## src/rtl/pmd_pkg.sv

```systemverilog
// Shared types and constants of the pedal misapplication detector.
package pmd_pkg;

   localparam int WINDOW_DEPTH_DEF = 16;

   localparam int PRESS_W    = 12;
   localparam int DUTY_W     = 8;
   localparam int MODE_W     = 3;
   localparam int CSR_IDX_W  = 1;
   localparam int CSR_DATA_W = 12;

   localparam logic [PRESS_W-1:0] PRESS_LIMIT_RST = 12'd4095;
   localparam logic [DUTY_W-1:0]  IDLE_DUTY_RST   = 8'd127;

   // register indexes
   localparam logic [CSR_IDX_W-1:0] REG_PRESS_LIMIT = 1'd0;
   localparam logic [CSR_IDX_W-1:0] REG_IDLE_DUTY   = 1'd1;

   // request opcodes
   localparam logic OP_RECORD   = 1'b0;
   localparam logic OP_EVALUATE = 1'b1;

   // drive mode that, with a red light, counts under autohold
   localparam logic [MODE_W-1:0] MODE_HOLD = 3'd1;

   typedef struct packed {
      logic push;        // write one sample at the head
      logic scan_start;  // walk the window from the oldest entry
   } ring_cmd_type;

   typedef struct packed {
      logic rd_valid;    // read data is a window entry
      logic busy;        // scan still issuing or data in flight
   } ring_stat_type;

endpackage

```

## src/rtl/pmd_if.sv

```systemverilog
// Request and response channel interfaces of the pedal misapplication detector.
interface pmd_req_if
   import pmd_pkg::*;
   ();
   logic               valid;
   logic               ready;
   logic               opcode;
   logic [DUTY_W-1:0]  duty_sample;
   logic [PRESS_W-1:0] accel_press;
   logic [PRESS_W-1:0] brake_press;
   logic               red_light;
   logic               autohold_on;
   logic [MODE_W-1:0]  drive_mode;
   logic               danger;

   modport source (
      output valid, opcode, duty_sample, accel_press, brake_press,
             red_light, autohold_on, drive_mode, danger,
      input  ready
   );
   modport sink (
      input  valid, opcode, duty_sample, accel_press, brake_press,
             red_light, autohold_on, drive_mode, danger,
      output ready
   );
endinterface

interface pmd_rsp_if;
   logic valid;
   logic ready;
   logic start_abnormal;
   logic finish_abnormal;

   modport source (output valid, start_abnormal, finish_abnormal, input ready);
   modport sink   (input valid, start_abnormal, finish_abnormal, output ready);
endinterface

```

## src/rtl/pedal_misapplication_detector_unit.sv

```systemverilog
// Pedal misapplication detector: top level with sequencer and result register.
//
// The block keeps a ring of the last WINDOW_DEPTH-1 motor duty samples and
// judges pedal requests against it. A record request writes one sample and
// gives no response. An evaluate request gives one response with
// start_abnormal and finish_abnormal, loaded into the response register
// after the window walk ends; an empty window reads no entries. The window
// is walked one entry per cycle through the single read port of the sample
// memory and one shared compare unit.
// req ready is low while an evaluation runs; a finished response waits in its
// own register, so a new request may be taken while it is still unclaimed.
// Under autohold the window test looks for a zero duty, otherwise for a duty
// at or below idle_duty; an empty window never matches. Registers are written
// through csr_wr_en/csr_index/csr_data (0: press_limit, 1: idle_duty) and
// must only be written while no evaluation is in progress.
module pedal_misapplication_detector_unit
   import pmd_pkg::*;
#(
   parameter int WINDOW_DEPTH = WINDOW_DEPTH_DEF
) (
   input  logic                  clock,
   input  logic                  reset,
   pmd_req_if.sink               req_chan,
   pmd_rsp_if.source             rsp_chan,
   input  logic                  csr_wr_en,
   input  logic [CSR_IDX_W-1:0]  csr_index,
   input  logic [CSR_DATA_W-1:0] csr_data
);

   // sequencer states
   localparam logic [1:0] ST_IDLE = 2'd0;
   localparam logic [1:0] ST_SCAN = 2'd1;
   localparam logic [1:0] ST_DONE = 2'd2;

   logic [1:0]         state_ff, state_in;
   logic [PRESS_W-1:0] press_limit_ff;
   logic [DUTY_W-1:0]  idle_duty_ff;

   // latched per evaluation
   logic               pre_ff, pre_in;       // non-window part of start flag
   logic               finish_ff, finish_in;
   logic [DUTY_W-1:0]  limit_ff, limit_in;   // 0 under autohold: v <= 0 is v == 0
   logic               match_ff, match_in;

   logic               rsp_valid_ff, rsp_valid_in;
   logic               rsp_start_ff, rsp_finish_ff;

   logic               req_fire;
   logic               load_rsp;
   logic               hold_cond;
   ring_cmd_type       ring_cmd;
   ring_stat_type      ring_stat;
   logic [DUTY_W-1:0]  ring_data;

   assign req_chan.ready = (state_ff == ST_IDLE);
   assign req_fire       = req_chan.valid && req_chan.ready;
   assign load_rsp       = (state_ff == ST_DONE) && (!rsp_valid_ff || rsp_chan.ready);

   assign hold_cond = req_chan.danger ||
                      ((req_chan.drive_mode == MODE_HOLD) && req_chan.red_light);

   assign ring_cmd.push       = req_fire && (req_chan.opcode == OP_RECORD);
   assign ring_cmd.scan_start = req_fire && (req_chan.opcode == OP_EVALUATE);

   pmd_duty_ring #(
      .WINDOW_DEPTH (WINDOW_DEPTH)
   ) u_ring (
      .clock     (clock),
      .reset     (reset),
      .cmd       (ring_cmd),
      .push_data (req_chan.duty_sample),
      .stat      (ring_stat),
      .rd_data   (ring_data)
   );

   always_comb begin
      state_in  = state_ff;
      pre_in    = pre_ff;
      finish_in = finish_ff;
      limit_in  = limit_ff;
      match_in  = match_ff;
      unique case (state_ff)
         ST_IDLE: begin
            if (ring_cmd.scan_start) begin
               if (req_chan.autohold_on) begin
                  pre_in   = hold_cond && (req_chan.accel_press != '0);
                  limit_in = '0;
               end else begin
                  pre_in   = req_chan.danger && (req_chan.accel_press >= press_limit_ff);
                  limit_in = idle_duty_ff;
               end
               finish_in = (req_chan.brake_press >= press_limit_ff);
               match_in  = 1'b0;
               state_in  = ST_SCAN;
            end
         end
         ST_SCAN: begin
            // shared compare on each entry as it leaves the memory
            if (ring_stat.rd_valid && (ring_data <= limit_ff)) begin
               match_in = 1'b1;
            end
            if (!ring_stat.busy) begin
               state_in = ST_DONE;
            end
         end
         ST_DONE: begin
            if (load_rsp) begin
               state_in = ST_IDLE;
            end
         end
         default: state_in = ST_IDLE;
      endcase
   end

   assign rsp_valid_in = load_rsp || (rsp_valid_ff && !rsp_chan.ready);

   always_ff @(posedge clock) begin
      if (reset) begin
         state_ff       <= ST_IDLE;
         rsp_valid_ff   <= 1'b0;
         press_limit_ff <= PRESS_LIMIT_RST;
         idle_duty_ff   <= IDLE_DUTY_RST;
      end else begin
         state_ff     <= state_in;
         rsp_valid_ff <= rsp_valid_in;
         if (csr_wr_en) begin
            unique case (csr_index)
               REG_PRESS_LIMIT: press_limit_ff <= csr_data[PRESS_W-1:0];
               REG_IDLE_DUTY:   idle_duty_ff   <= csr_data[DUTY_W-1:0];
               default: ;
            endcase
         end
      end
   end

   always_ff @(posedge clock) begin
      pre_ff    <= pre_in;
      finish_ff <= finish_in;
      limit_ff  <= limit_in;
      match_ff  <= match_in;
      if (load_rsp) begin
         rsp_start_ff  <= pre_ff && match_ff;
         rsp_finish_ff <= finish_ff;
      end
   end

   assign rsp_chan.valid           = rsp_valid_ff;
   assign rsp_chan.start_abnormal  = rsp_start_ff;
   assign rsp_chan.finish_abnormal = rsp_finish_ff;

endmodule

```

## src/rtl/pmd_duty_ring.sv

```systemverilog
// Duty history ring: sample memory, head and tail pointers, window scan port.
module pmd_duty_ring
   import pmd_pkg::*;
#(
   parameter int WINDOW_DEPTH = WINDOW_DEPTH_DEF
) (
   input  logic              clock,
   input  logic              reset,
   input  ring_cmd_type      cmd,
   input  logic [DUTY_W-1:0] push_data,
   output ring_stat_type     stat,
   output logic [DUTY_W-1:0] rd_data
);

   localparam int IDX_W = (WINDOW_DEPTH > 1) ? $clog2(WINDOW_DEPTH) : 1;
   localparam logic [IDX_W-1:0] LAST_IDX = IDX_W'(WINDOW_DEPTH - 1);

   function automatic logic [IDX_W-1:0] wrap_inc(input logic [IDX_W-1:0] i);
      wrap_inc = (i == LAST_IDX) ? '0 : i + 1'b1;
   endfunction

   logic [DUTY_W-1:0] mem [WINDOW_DEPTH];

   logic [IDX_W-1:0]  oldest_ff, oldest_in;
   logic [IDX_W-1:0]  next_ff, next_in;
   logic [IDX_W-1:0]  scan_ff, scan_in;
   logic              scanning_ff, scanning_in;
   logic              rd_valid_ff, rd_valid_in;
   logic [DUTY_W-1:0] rd_data_ff;
   logic              issue;
   logic [IDX_W-1:0]  next_inc;

   assign next_inc = wrap_inc(next_ff);
   assign issue    = scanning_ff && (scan_ff != next_ff);

   always_comb begin
      oldest_in   = oldest_ff;
      next_in     = next_ff;
      scan_in     = scan_ff;
      scanning_in = scanning_ff;
      rd_valid_in = issue;
      if (cmd.push) begin
         next_in = next_inc;
         // full: drop the oldest sample
         if (next_inc == oldest_ff) begin
            oldest_in = wrap_inc(oldest_ff);
         end
      end
      if (cmd.scan_start) begin
         scan_in     = oldest_ff;
         scanning_in = (oldest_ff != next_ff);
      end else if (scanning_ff) begin
         if (issue) begin
            scan_in     = wrap_inc(scan_ff);
            scanning_in = (wrap_inc(scan_ff) != next_ff);
         end else begin
            scanning_in = 1'b0;
         end
      end
   end

   always_ff @(posedge clock) begin
      if (reset) begin
         oldest_ff   <= '0;
         next_ff     <= '0;
         scan_ff     <= '0;
         scanning_ff <= 1'b0;
         rd_valid_ff <= 1'b0;
      end else begin
         oldest_ff   <= oldest_in;
         next_ff     <= next_in;
         scan_ff     <= scan_in;
         scanning_ff <= scanning_in;
         rd_valid_ff <= rd_valid_in;
      end
   end

   always_ff @(posedge clock) begin
      if (cmd.push) begin
         mem[next_ff] <= push_data;
      end
   end

   always_ff @(posedge clock) begin
      if (issue) begin
         rd_data_ff <= mem[scan_ff];
      end
   end

   assign stat.rd_valid = rd_valid_ff;
   assign stat.busy     = scanning_ff | rd_valid_ff;
   assign rd_data       = rd_data_ff;

endmodule

```

## src/flat_wrapper.sv

```systemverilog
// flat-port wrapper written by rule: the top's interface ports become plain ports
module pedal_misapplication_detector_unit_flat import pmd_pkg::*;
#(
   parameter int WINDOW_DEPTH = WINDOW_DEPTH_DEF
)
  (clock, reset, csr_wr_en, csr_index, csr_data, req_chan_valid, req_chan_opcode, req_chan_duty_sample, req_chan_accel_press, req_chan_brake_press, req_chan_red_light, req_chan_autohold_on, req_chan_drive_mode, req_chan_danger, req_chan_ready, rsp_chan_valid, rsp_chan_start_abnormal, rsp_chan_finish_abnormal, rsp_chan_ready);
  pmd_req_if req_chan_i ();
  pmd_rsp_if rsp_chan_i ();
  input  logic clock;
  input  logic reset;
  input  logic csr_wr_en;
  input  logic [CSR_IDX_W-1:0] csr_index;
  input  logic [CSR_DATA_W-1:0] csr_data;
  input wire logic [$bits(req_chan_i.valid)-1:0] req_chan_valid;
  input wire logic [$bits(req_chan_i.opcode)-1:0] req_chan_opcode;
  input wire logic [$bits(req_chan_i.duty_sample)-1:0] req_chan_duty_sample;
  input wire logic [$bits(req_chan_i.accel_press)-1:0] req_chan_accel_press;
  input wire logic [$bits(req_chan_i.brake_press)-1:0] req_chan_brake_press;
  input wire logic [$bits(req_chan_i.red_light)-1:0] req_chan_red_light;
  input wire logic [$bits(req_chan_i.autohold_on)-1:0] req_chan_autohold_on;
  input wire logic [$bits(req_chan_i.drive_mode)-1:0] req_chan_drive_mode;
  input wire logic [$bits(req_chan_i.danger)-1:0] req_chan_danger;
  output wire logic [$bits(req_chan_i.ready)-1:0] req_chan_ready;
  output wire logic [$bits(rsp_chan_i.valid)-1:0] rsp_chan_valid;
  output wire logic [$bits(rsp_chan_i.start_abnormal)-1:0] rsp_chan_start_abnormal;
  output wire logic [$bits(rsp_chan_i.finish_abnormal)-1:0] rsp_chan_finish_abnormal;
  input wire logic [$bits(rsp_chan_i.ready)-1:0] rsp_chan_ready;
  assign req_chan_i.valid = req_chan_valid;
  assign req_chan_i.opcode = req_chan_opcode;
  assign req_chan_i.duty_sample = req_chan_duty_sample;
  assign req_chan_i.accel_press = req_chan_accel_press;
  assign req_chan_i.brake_press = req_chan_brake_press;
  assign req_chan_i.red_light = req_chan_red_light;
  assign req_chan_i.autohold_on = req_chan_autohold_on;
  assign req_chan_i.drive_mode = req_chan_drive_mode;
  assign req_chan_i.danger = req_chan_danger;
  assign req_chan_ready = req_chan_i.ready;
  assign rsp_chan_valid = rsp_chan_i.valid;
  assign rsp_chan_start_abnormal = rsp_chan_i.start_abnormal;
  assign rsp_chan_finish_abnormal = rsp_chan_i.finish_abnormal;
  assign rsp_chan_i.ready = rsp_chan_ready;
  pedal_misapplication_detector_unit #(.WINDOW_DEPTH(WINDOW_DEPTH)) u_core (.clock(clock), .reset(reset), .req_chan(req_chan_i), .rsp_chan(rsp_chan_i), .csr_wr_en(csr_wr_en), .csr_index(csr_index), .csr_data(csr_data));
endmodule
```

## config.mk

```make
export PLATFORM = sky130hd
export DESIGN_NAME = pedal_misapplication_detector_unit_flat
export DESIGN_NICKNAME = d
export VERILOG_FILES = /design/src/rtl/pmd_pkg.sv /design/src/rtl/pmd_if.sv /design/src/rtl/pedal_misapplication_detector_unit.sv /design/src/rtl/pmd_duty_ring.sv /design/src/flat_wrapper.sv
export SDC_FILE = /design/constraint.sdc
export NUM_CORES = 1
export LEC_CHECK = 0
export BUFFER_PORTS_ARGS = -buffer_cell sky130_fd_sc_hd__buf_2
export CAP_MARGIN = 20
export CORE_UTILIZATION = 50
export DETAILED_ROUTE_END_ITERATION = 6
export GPL_ROUTABILITY_DRIVEN = 1
export MAX_ROUTING_LAYER = met4
export PLACE_DENSITY = 0.73
export SETUP_SLACK_MARGIN = 0.1
export SYNTH_ARGS = -nofsm -noshare
export SYNTH_HDL_FRONTEND = slang
export SYNTH_SLANG_ARGS = --single-unit
```

## constraint.sdc

```tcl
create_clock -name clock -period 4.65 [get_ports clock]
set_input_delay 0.2325 -clock clock [delete_from_list [all_inputs] [get_ports clock]]
set_output_delay 0.2325 -clock clock [all_outputs]
set_load 0.05 [all_outputs]
```

=== After elaboration in Yosys (flattened, before gate mapping) ===
Memories as Yosys holds them, arrays and structs flattened. A register that Yosys moved wholly into a read port is not among the register bits.
Cells that the tools add are included.

* Register bits after elaboration: 50
* RAM bits: 128
* Input port bits: 57
* Output and inout port bits: 4
* Word-level logic and storage cells: 86
* Memories: 1

{| class="wikitable"
|+ Memory list
! name !! words !! bits a word !! read ports !! clocked after Yosys merged registers in !! wr ports !! RTL line !! source
|-
| u_core.u_ring.mem || 16 || 8 || 1 || 1 || 1 || pmd_duty_ring.sv:22 || <nowiki>logic [DUTY_W-1:0] mem [WINDOW_DEPTH];</nowiki>
|}

* $add $sub $neg: 3
* $lt $le $gt $ge: 3
* Equality and inequality tests: 14
* Muxes and demuxes: 19
* Bitwise logic cells: 3
* Reduce and logical (&&, ||, !) cells: 28

{| class="wikitable"
|+ Operator list
! cell !! number
|-
| $ge 12x12->1 || 2
|-
| $mux 4 || 6
|-
| $add 4x1->4 const B || 3
|-
| $eq 4x4->1 const B || 3
|-
| $ne 4x4->1 || 3
|-
| $reduce_bool 12->1 || 1
|-
| $logic_and 1x1->1 || 11
|-
| $reduce_and 2->1 || 5
|-
| $le 8x8->1 || 1
|-
| $mux 1 || 8
|-
| $mux 2 || 3
|-
| $pmux 2 s3 || 1
|-
| $reduce_and 3->1 || 2
|-
| $reduce_bool 2->1 || 3
|-
| $eq 4x4->1 || 1
|-
| $ne 2x1->1 const B || 2
|-
| $ne 2x2->1 const B || 2
|-
| $eq 3x1->1 const B || 1
|-
| $logic_or 1x1->1 || 3
|-
| $eq 2x1->1 const B || 1
|-
| $eq 2x2->1 const B || 1
|-
| $logic_not 1->1 || 2
|-
| $logic_not 2->1 || 1
|-
| $not 1->1 || 2
|-
| 2 further kinds || 2
|}

=== Longest topological paths before layout ===
* Depth after elaboration: 6
* Depth in mapped cells: 7
* Depth with buffers taken out: 7

=== By module ===
Synthesis repeated with hierarchy kept, for this count alone.

* Cells, all modules: 539
* Area, all modules: 8325.5 µm²

{| class="wikitable"
|+ Modules (own cells, without submodules)
! module !! instances !! cells an instance !! area each (µm²) !! sequential area each (µm²)
|-
| pmd_duty_ring || 1 || 319 || 6194.7 || 4364.2
|-
| pedal_misapplication_detector_unit || 1 || 220 || 2130.8 || 850.8
|}

=== Worst setup path before layout ===
OpenSTA, ideal clock, no wires.

* Path type: flip-flop to flip-flop
* From: register u_core.state_ff[1]
* To: memory u_core.u_ring.mem[3][0] (enable)
* Library setup time: 0.383 ns
* Data arrival time: 1.745 ns
* Required time: 4.267 ns
* Setup slack: 2.521 ns
* Stages on the path, launching flop included: 5
* Path buffers: 1
* Clock period less this slack: 2.129 ns
* Path through: dfxtp_1 nor4b_1 clkbuf_1 nand2_1 nor3_1

* Cells in the longest elaborated chain, start to end: 5

{| class="wikitable"
|+ RTL lines
! what !! RTL line !! source
|-
| start: declaration || pedal_misapplication_detector_unit.sv:35 || <nowiki>logic [1:0] state_ff, state_in;</nowiki>
|-
| start signal: assignment || pedal_misapplication_detector_unit.sv:124 || <nowiki>state_ff <= state_in;</nowiki>
|-
| $logic_not 2->1 || pedal_misapplication_detector_unit.sv:55 || <nowiki>assign req_chan.ready = (state_ff == ST_IDLE);</nowiki>
|-
| $logic_and 1x1->1 || pedal_misapplication_detector_unit.sv:56 || <nowiki>assign req_fire = req_chan.valid && req_chan.ready;</nowiki>
|-
| $logic_and 1x1->1 || pedal_misapplication_detector_unit.sv:62 || <nowiki>assign ring_cmd.push = req_fire && (req_chan.opcode == OP_RECORD);</nowiki>
|-
| $mux 1 || pmd_duty_ring.sv:79 || <nowiki>if (cmd.push) begin</nowiki>
|-
| $mux 1 (implied by the code) || pmd_duty_ring.sv:80 || <nowiki>mem[next_ff] <= push_data;</nowiki>
|-
| end: declaration || pmd_duty_ring.sv:22 ||
|}

No other way between the ends.

=== Worst setup path in the final report ===
* From: register u_core.u_ring.scan_ff[0]
* To: register u_core.u_ring.scan_ff[1]

* Elaborated cells between the ends (all ways): 10
* Classes of those cells: add/sub (1); eq/ne (2); mux (4); reduce/logical (3)

{| class="wikitable"
|+ RTL lines
! what !! RTL line !! source
|-
| start: declaration || pmd_duty_ring.sv:26 || <nowiki>logic [IDX_W-1:0] scan_ff, scan_in;</nowiki>
|-
| start signal: assignment || pmd_duty_ring.sv:72 || <nowiki>scan_ff <= scan_in;</nowiki>
|-
| $ne 4x4->1 || pmd_duty_ring.sv:34 || <nowiki>assign issue = scanning_ff && (scan_ff != next_ff);</nowiki>
|-
| $logic_and 1x1->1 || pmd_duty_ring.sv:34 ||
|-
| via u_core.u_ring.issue || pmd_duty_ring.sv:30 || <nowiki>logic issue;</nowiki>
|-
| $reduce_bool 2->1 (no line) || - ||
|-
| $reduce_and 2->1 (no line) || - ||
|}

The timed path passes the listed nets, and every way through them passes these cells. The select of a mux whose other input is x is not followed.
A chain may end at the register's enable or synchronous reset.

==> run metrics <==
Synth-to-Final Area Change 13.29%; Max VDD drop 0.2736 mV; worst path required time 4930 ps; DR DRC count 0; post-placement cell area 8722 um^2; die height 130.1 um; Crit. End Element register; Top FF cell, synth edfxtp_1; power density cells 377.7 nW/um^2; sw power 807.0 uW; CP Cell Sequence buf_4, xor2_1, o41ai_4, inv_1, nand2_1, a311oi_1; diode count 0; CTS Buf Count 17; Gate Count Post-Synth 558; DR iter-0 viols 425; layout cells sized above 1 0.2117; leak pwr 3.431 nW; Final min period 2599 ps; CTS tree done; Max Freq 0.3847 GHz; fin cells 849; core area 15,940 um^2; crit path to u_core.u_ring.scan_ff[1]$_SDFFE_PP0P_; max-cap violations 0; Final WS setup 2051 ps; WL final 16.47 mm; hold_ws 14.85 ps; Setup WS pre-CTS 2027 ps; Setup TNS 0 ps; antenna-violating nets left 0; Worst-Skew Late Latency 430 ps; Synth area leader edfxtp_1; sw frac 0.2297; CP max FO 24; Post-CTS Setup Bufs 0; Internal 2.706 mW; unrepaired setup endpoints after global routing no; largest cells by area after synthesis edfxtp_1 (55%), dfxtp_1 (9.0%), mux4_2 (8.8%); RePlAce Congestion 0.7793; Seq pwr share 0.527; R2R Setup Slk 2050 ps; DP Wirelength 11.41 mm; relative slew slack 0.4077; post-synthesis simple-gate area fraction 0.08125; Global Route Usage Sum 0.2167; Hold WC Path Type in -> reg; Crit. Startpoint u_core.u_ring.scan_ff[0]$_SDFFE_PP0P_; H-tree Lvls 4; post_cts resized 0; starting density of the core 0.5148; share of the synthesized area in the top cell type 0.5451; Post-synth top cells edfxtp_1 (149), nor2_1 (43), ha_1 (38); worst r2r src u_core.u_ring.scan_ff[0]$_SDFFE_PP0P_; post-DR wirelength/cell 19.40 um; final hold vios 0; Worst-path clk slew 70 ps; Layout Skew 8.059 ps; CTS Sinks 186; max incr delay on CP 660 ps; Die Width 130.1 um; synth unique cells 49; worst reg2reg path depth 6; register area share after synthesis 0.6354; number of flops mapped to enable cells by yosys 149; # fillers 1,245; CP Launch Type register; Synth Net Count 653; syn avg cell area 14.71 um^2; Slew @ Worst Pin 885.1 ps; status finished clean; Gate power share 0.084; IO buf count 60; Synth Area in Compound Gates 0.08430; total power 3.513 mW; die area 16,930 um^2; largest net degree at the start of global routing 41; Total Nets Final 716; multiplexer share of the synthesized area 0.09878; Reg area 5216 um^2; Finished Core Util 0.5833; post-route cell area 9299 um^2; # rows 46; vias per inst 5.740; Slowest cell on crit path dfxtp_2; max-slew violation count 0; combined area of the multi-input logic cells 2774 um^2; via count 4,873; GRT overflow 0; worst setup path class reg -> reg; Crit Reg-Reg Endpoint u_core.u_ring.scan_ff[1]$_SDFFE_PP0P_; placed cell count 815; Final Cycle Share 0.5590; post-synthesis adder-cell area fraction 0.05793; CP arrival 2880 ps; Synth Cell Area 8208 um^2; CTS Root Cell clkbuf_16; global-route wire length before repair 25.86 mm; I/O pin count 61; clock tree buffer depth 2; final setup fails 0; Synth Register Bits 186; initial antenna violation count 0; Syn. warnings 0; most common cell in the netlist edfxtp_1; Post-synth ARST share 0; Clk network pwr share 0.389; largest family of logic cells by synthesized area multiplexers; xor/xnor cell area share of the yosys netlist 0.01494; first-pass iteration count of the detailed router 7; number of global-route vias before repair 4,833
## cell families (layout without fill, tap and decap cells)
kind of cell	after synthesis	in the layout
flip-flops	186	186
AO/OA/AOI/OAI	95	95
buffers and inverters	55	130
adder cells (fa/ha/maj)	38	38
XOR/XNOR	14	14
AND/OR/NAND/NOR	129	129
multiplexers	41	41
## layer usage
metal,share of wire,up-vias,GRT usage,wire length [um]
met5,0,-,-,0
met4,0.016,0,0.06293,261
met3,0.058,22,0.05084,951
met2,0.51,161,0.3623,8370
met1,0.42,2419,0.2621,6885
li1,-,2271,-,-
## final cells by class
| cell class | count | share of cell area |
|---|---|---|
| Tap cell | 216 | 0.02906 |
| Clock inverter | 11 | 0.01238 |
| Sequential cell | 186 | 0.5610 |
| Multi-Input combinational cell | 317 | 0.2983 |
| Timing Repair Buffer | 70 | 0.04064 |
| Inverter | 29 | 0.01171 |
| Clock buffer | 20 | 0.04696 |
## sequential cells by signal, indices dropped and copies added (netlist names), 2 cells and up
name                     count
u_core.u_ring.mem          128
u_core.press_limit_ff       12
u_core.idle_duty_ff          8
u_core.limit_ff              8
u_core.u_ring.rd_data        8
u_core.u_ring.next_ff        4
u_core.u_ring.oldest_ff      4
u_core.u_ring.scan_ff        4
u_core.state_ff              2
## worst max-delay path, delay by kind of cell, from the launching register on
family / cells / cell delay [ps]
xor gates and xnor gates: 1 / 190
and+or+nand+nor: 1 / 140
buffers and inverters: 2 / 800
AOI/OAI and AO/OA: 2 / 650
DFF: 1 / 660
## layout by cell type, fill, tap and decap left out, types with 8 or more instances in the layout
cell type / instances
a211o_1: 21
xor2_1: 8
dfxtp_1: 36
nand2b_1: 10
a21oi_1: 25
and3_1: 9
nor2_1: 43
a21o_1: 8
nor2b_1: 23
clkbuf_16: 17
a211oi_1: 10
o21ai_0: 10
ha_1: 38
mux2i_1: 9
buf_2: 60
nand2_1: 16
buf_4: 8
edfxtp_1: 149
mux4_2: 32
inv_1: 29
## repair_timing
item	4_1_cts	5_1_grt
endpoints found under the setup margin	0	0
hold buffers	1	0
endpoints found under the hold margin	1	0
## how the worst min path moves through the flow
| stage | start | end | slack [ps] | cells past startpoint |
|---|---|---|---|---|
| global placement | u_core.finish_ff$_DFFE_PP_ | u_core.rsp_chan.finish_abnormal$_DFFE_PP_ | 410 | 0 |
| floorplan | req_chan_duty_sample[0] | u_core.u_ring.mem[0][0]$_DFFE_PP_ | 330 | 0 |
| finish | csr_data[11] | u_core.press_limit_ff[11]$_SDFFE_PP1P_ | 10 | 2 |
| global route | csr_data[8] | u_core.press_limit_ff[8]$_SDFFE_PP1P_ | 6 | 2 |
| CTS | csr_data[11] | u_core.press_limit_ff[11]$_SDFFE_PP1P_ | 0.7 | 2 |
| detailed placement | u_core.finish_ff$_DFFE_PP_ | u_core.rsp_chan.finish_abnormal$_DFFE_PP_ | 420 | 0 |
## power by group through the flow
stage	Combinational (mW)	Sequential, mW	Clock, mW
floorplan	0.201	1.88	0
global placement	0.280	1.89	0
detailed placement	0.293	1.89	0
CTS	0.295	1.85	1.38
global route	0.327	1.86	1.44
finish	0.294	1.85	1.37
No activity file was read; power rests on OpenSTA's default activity.
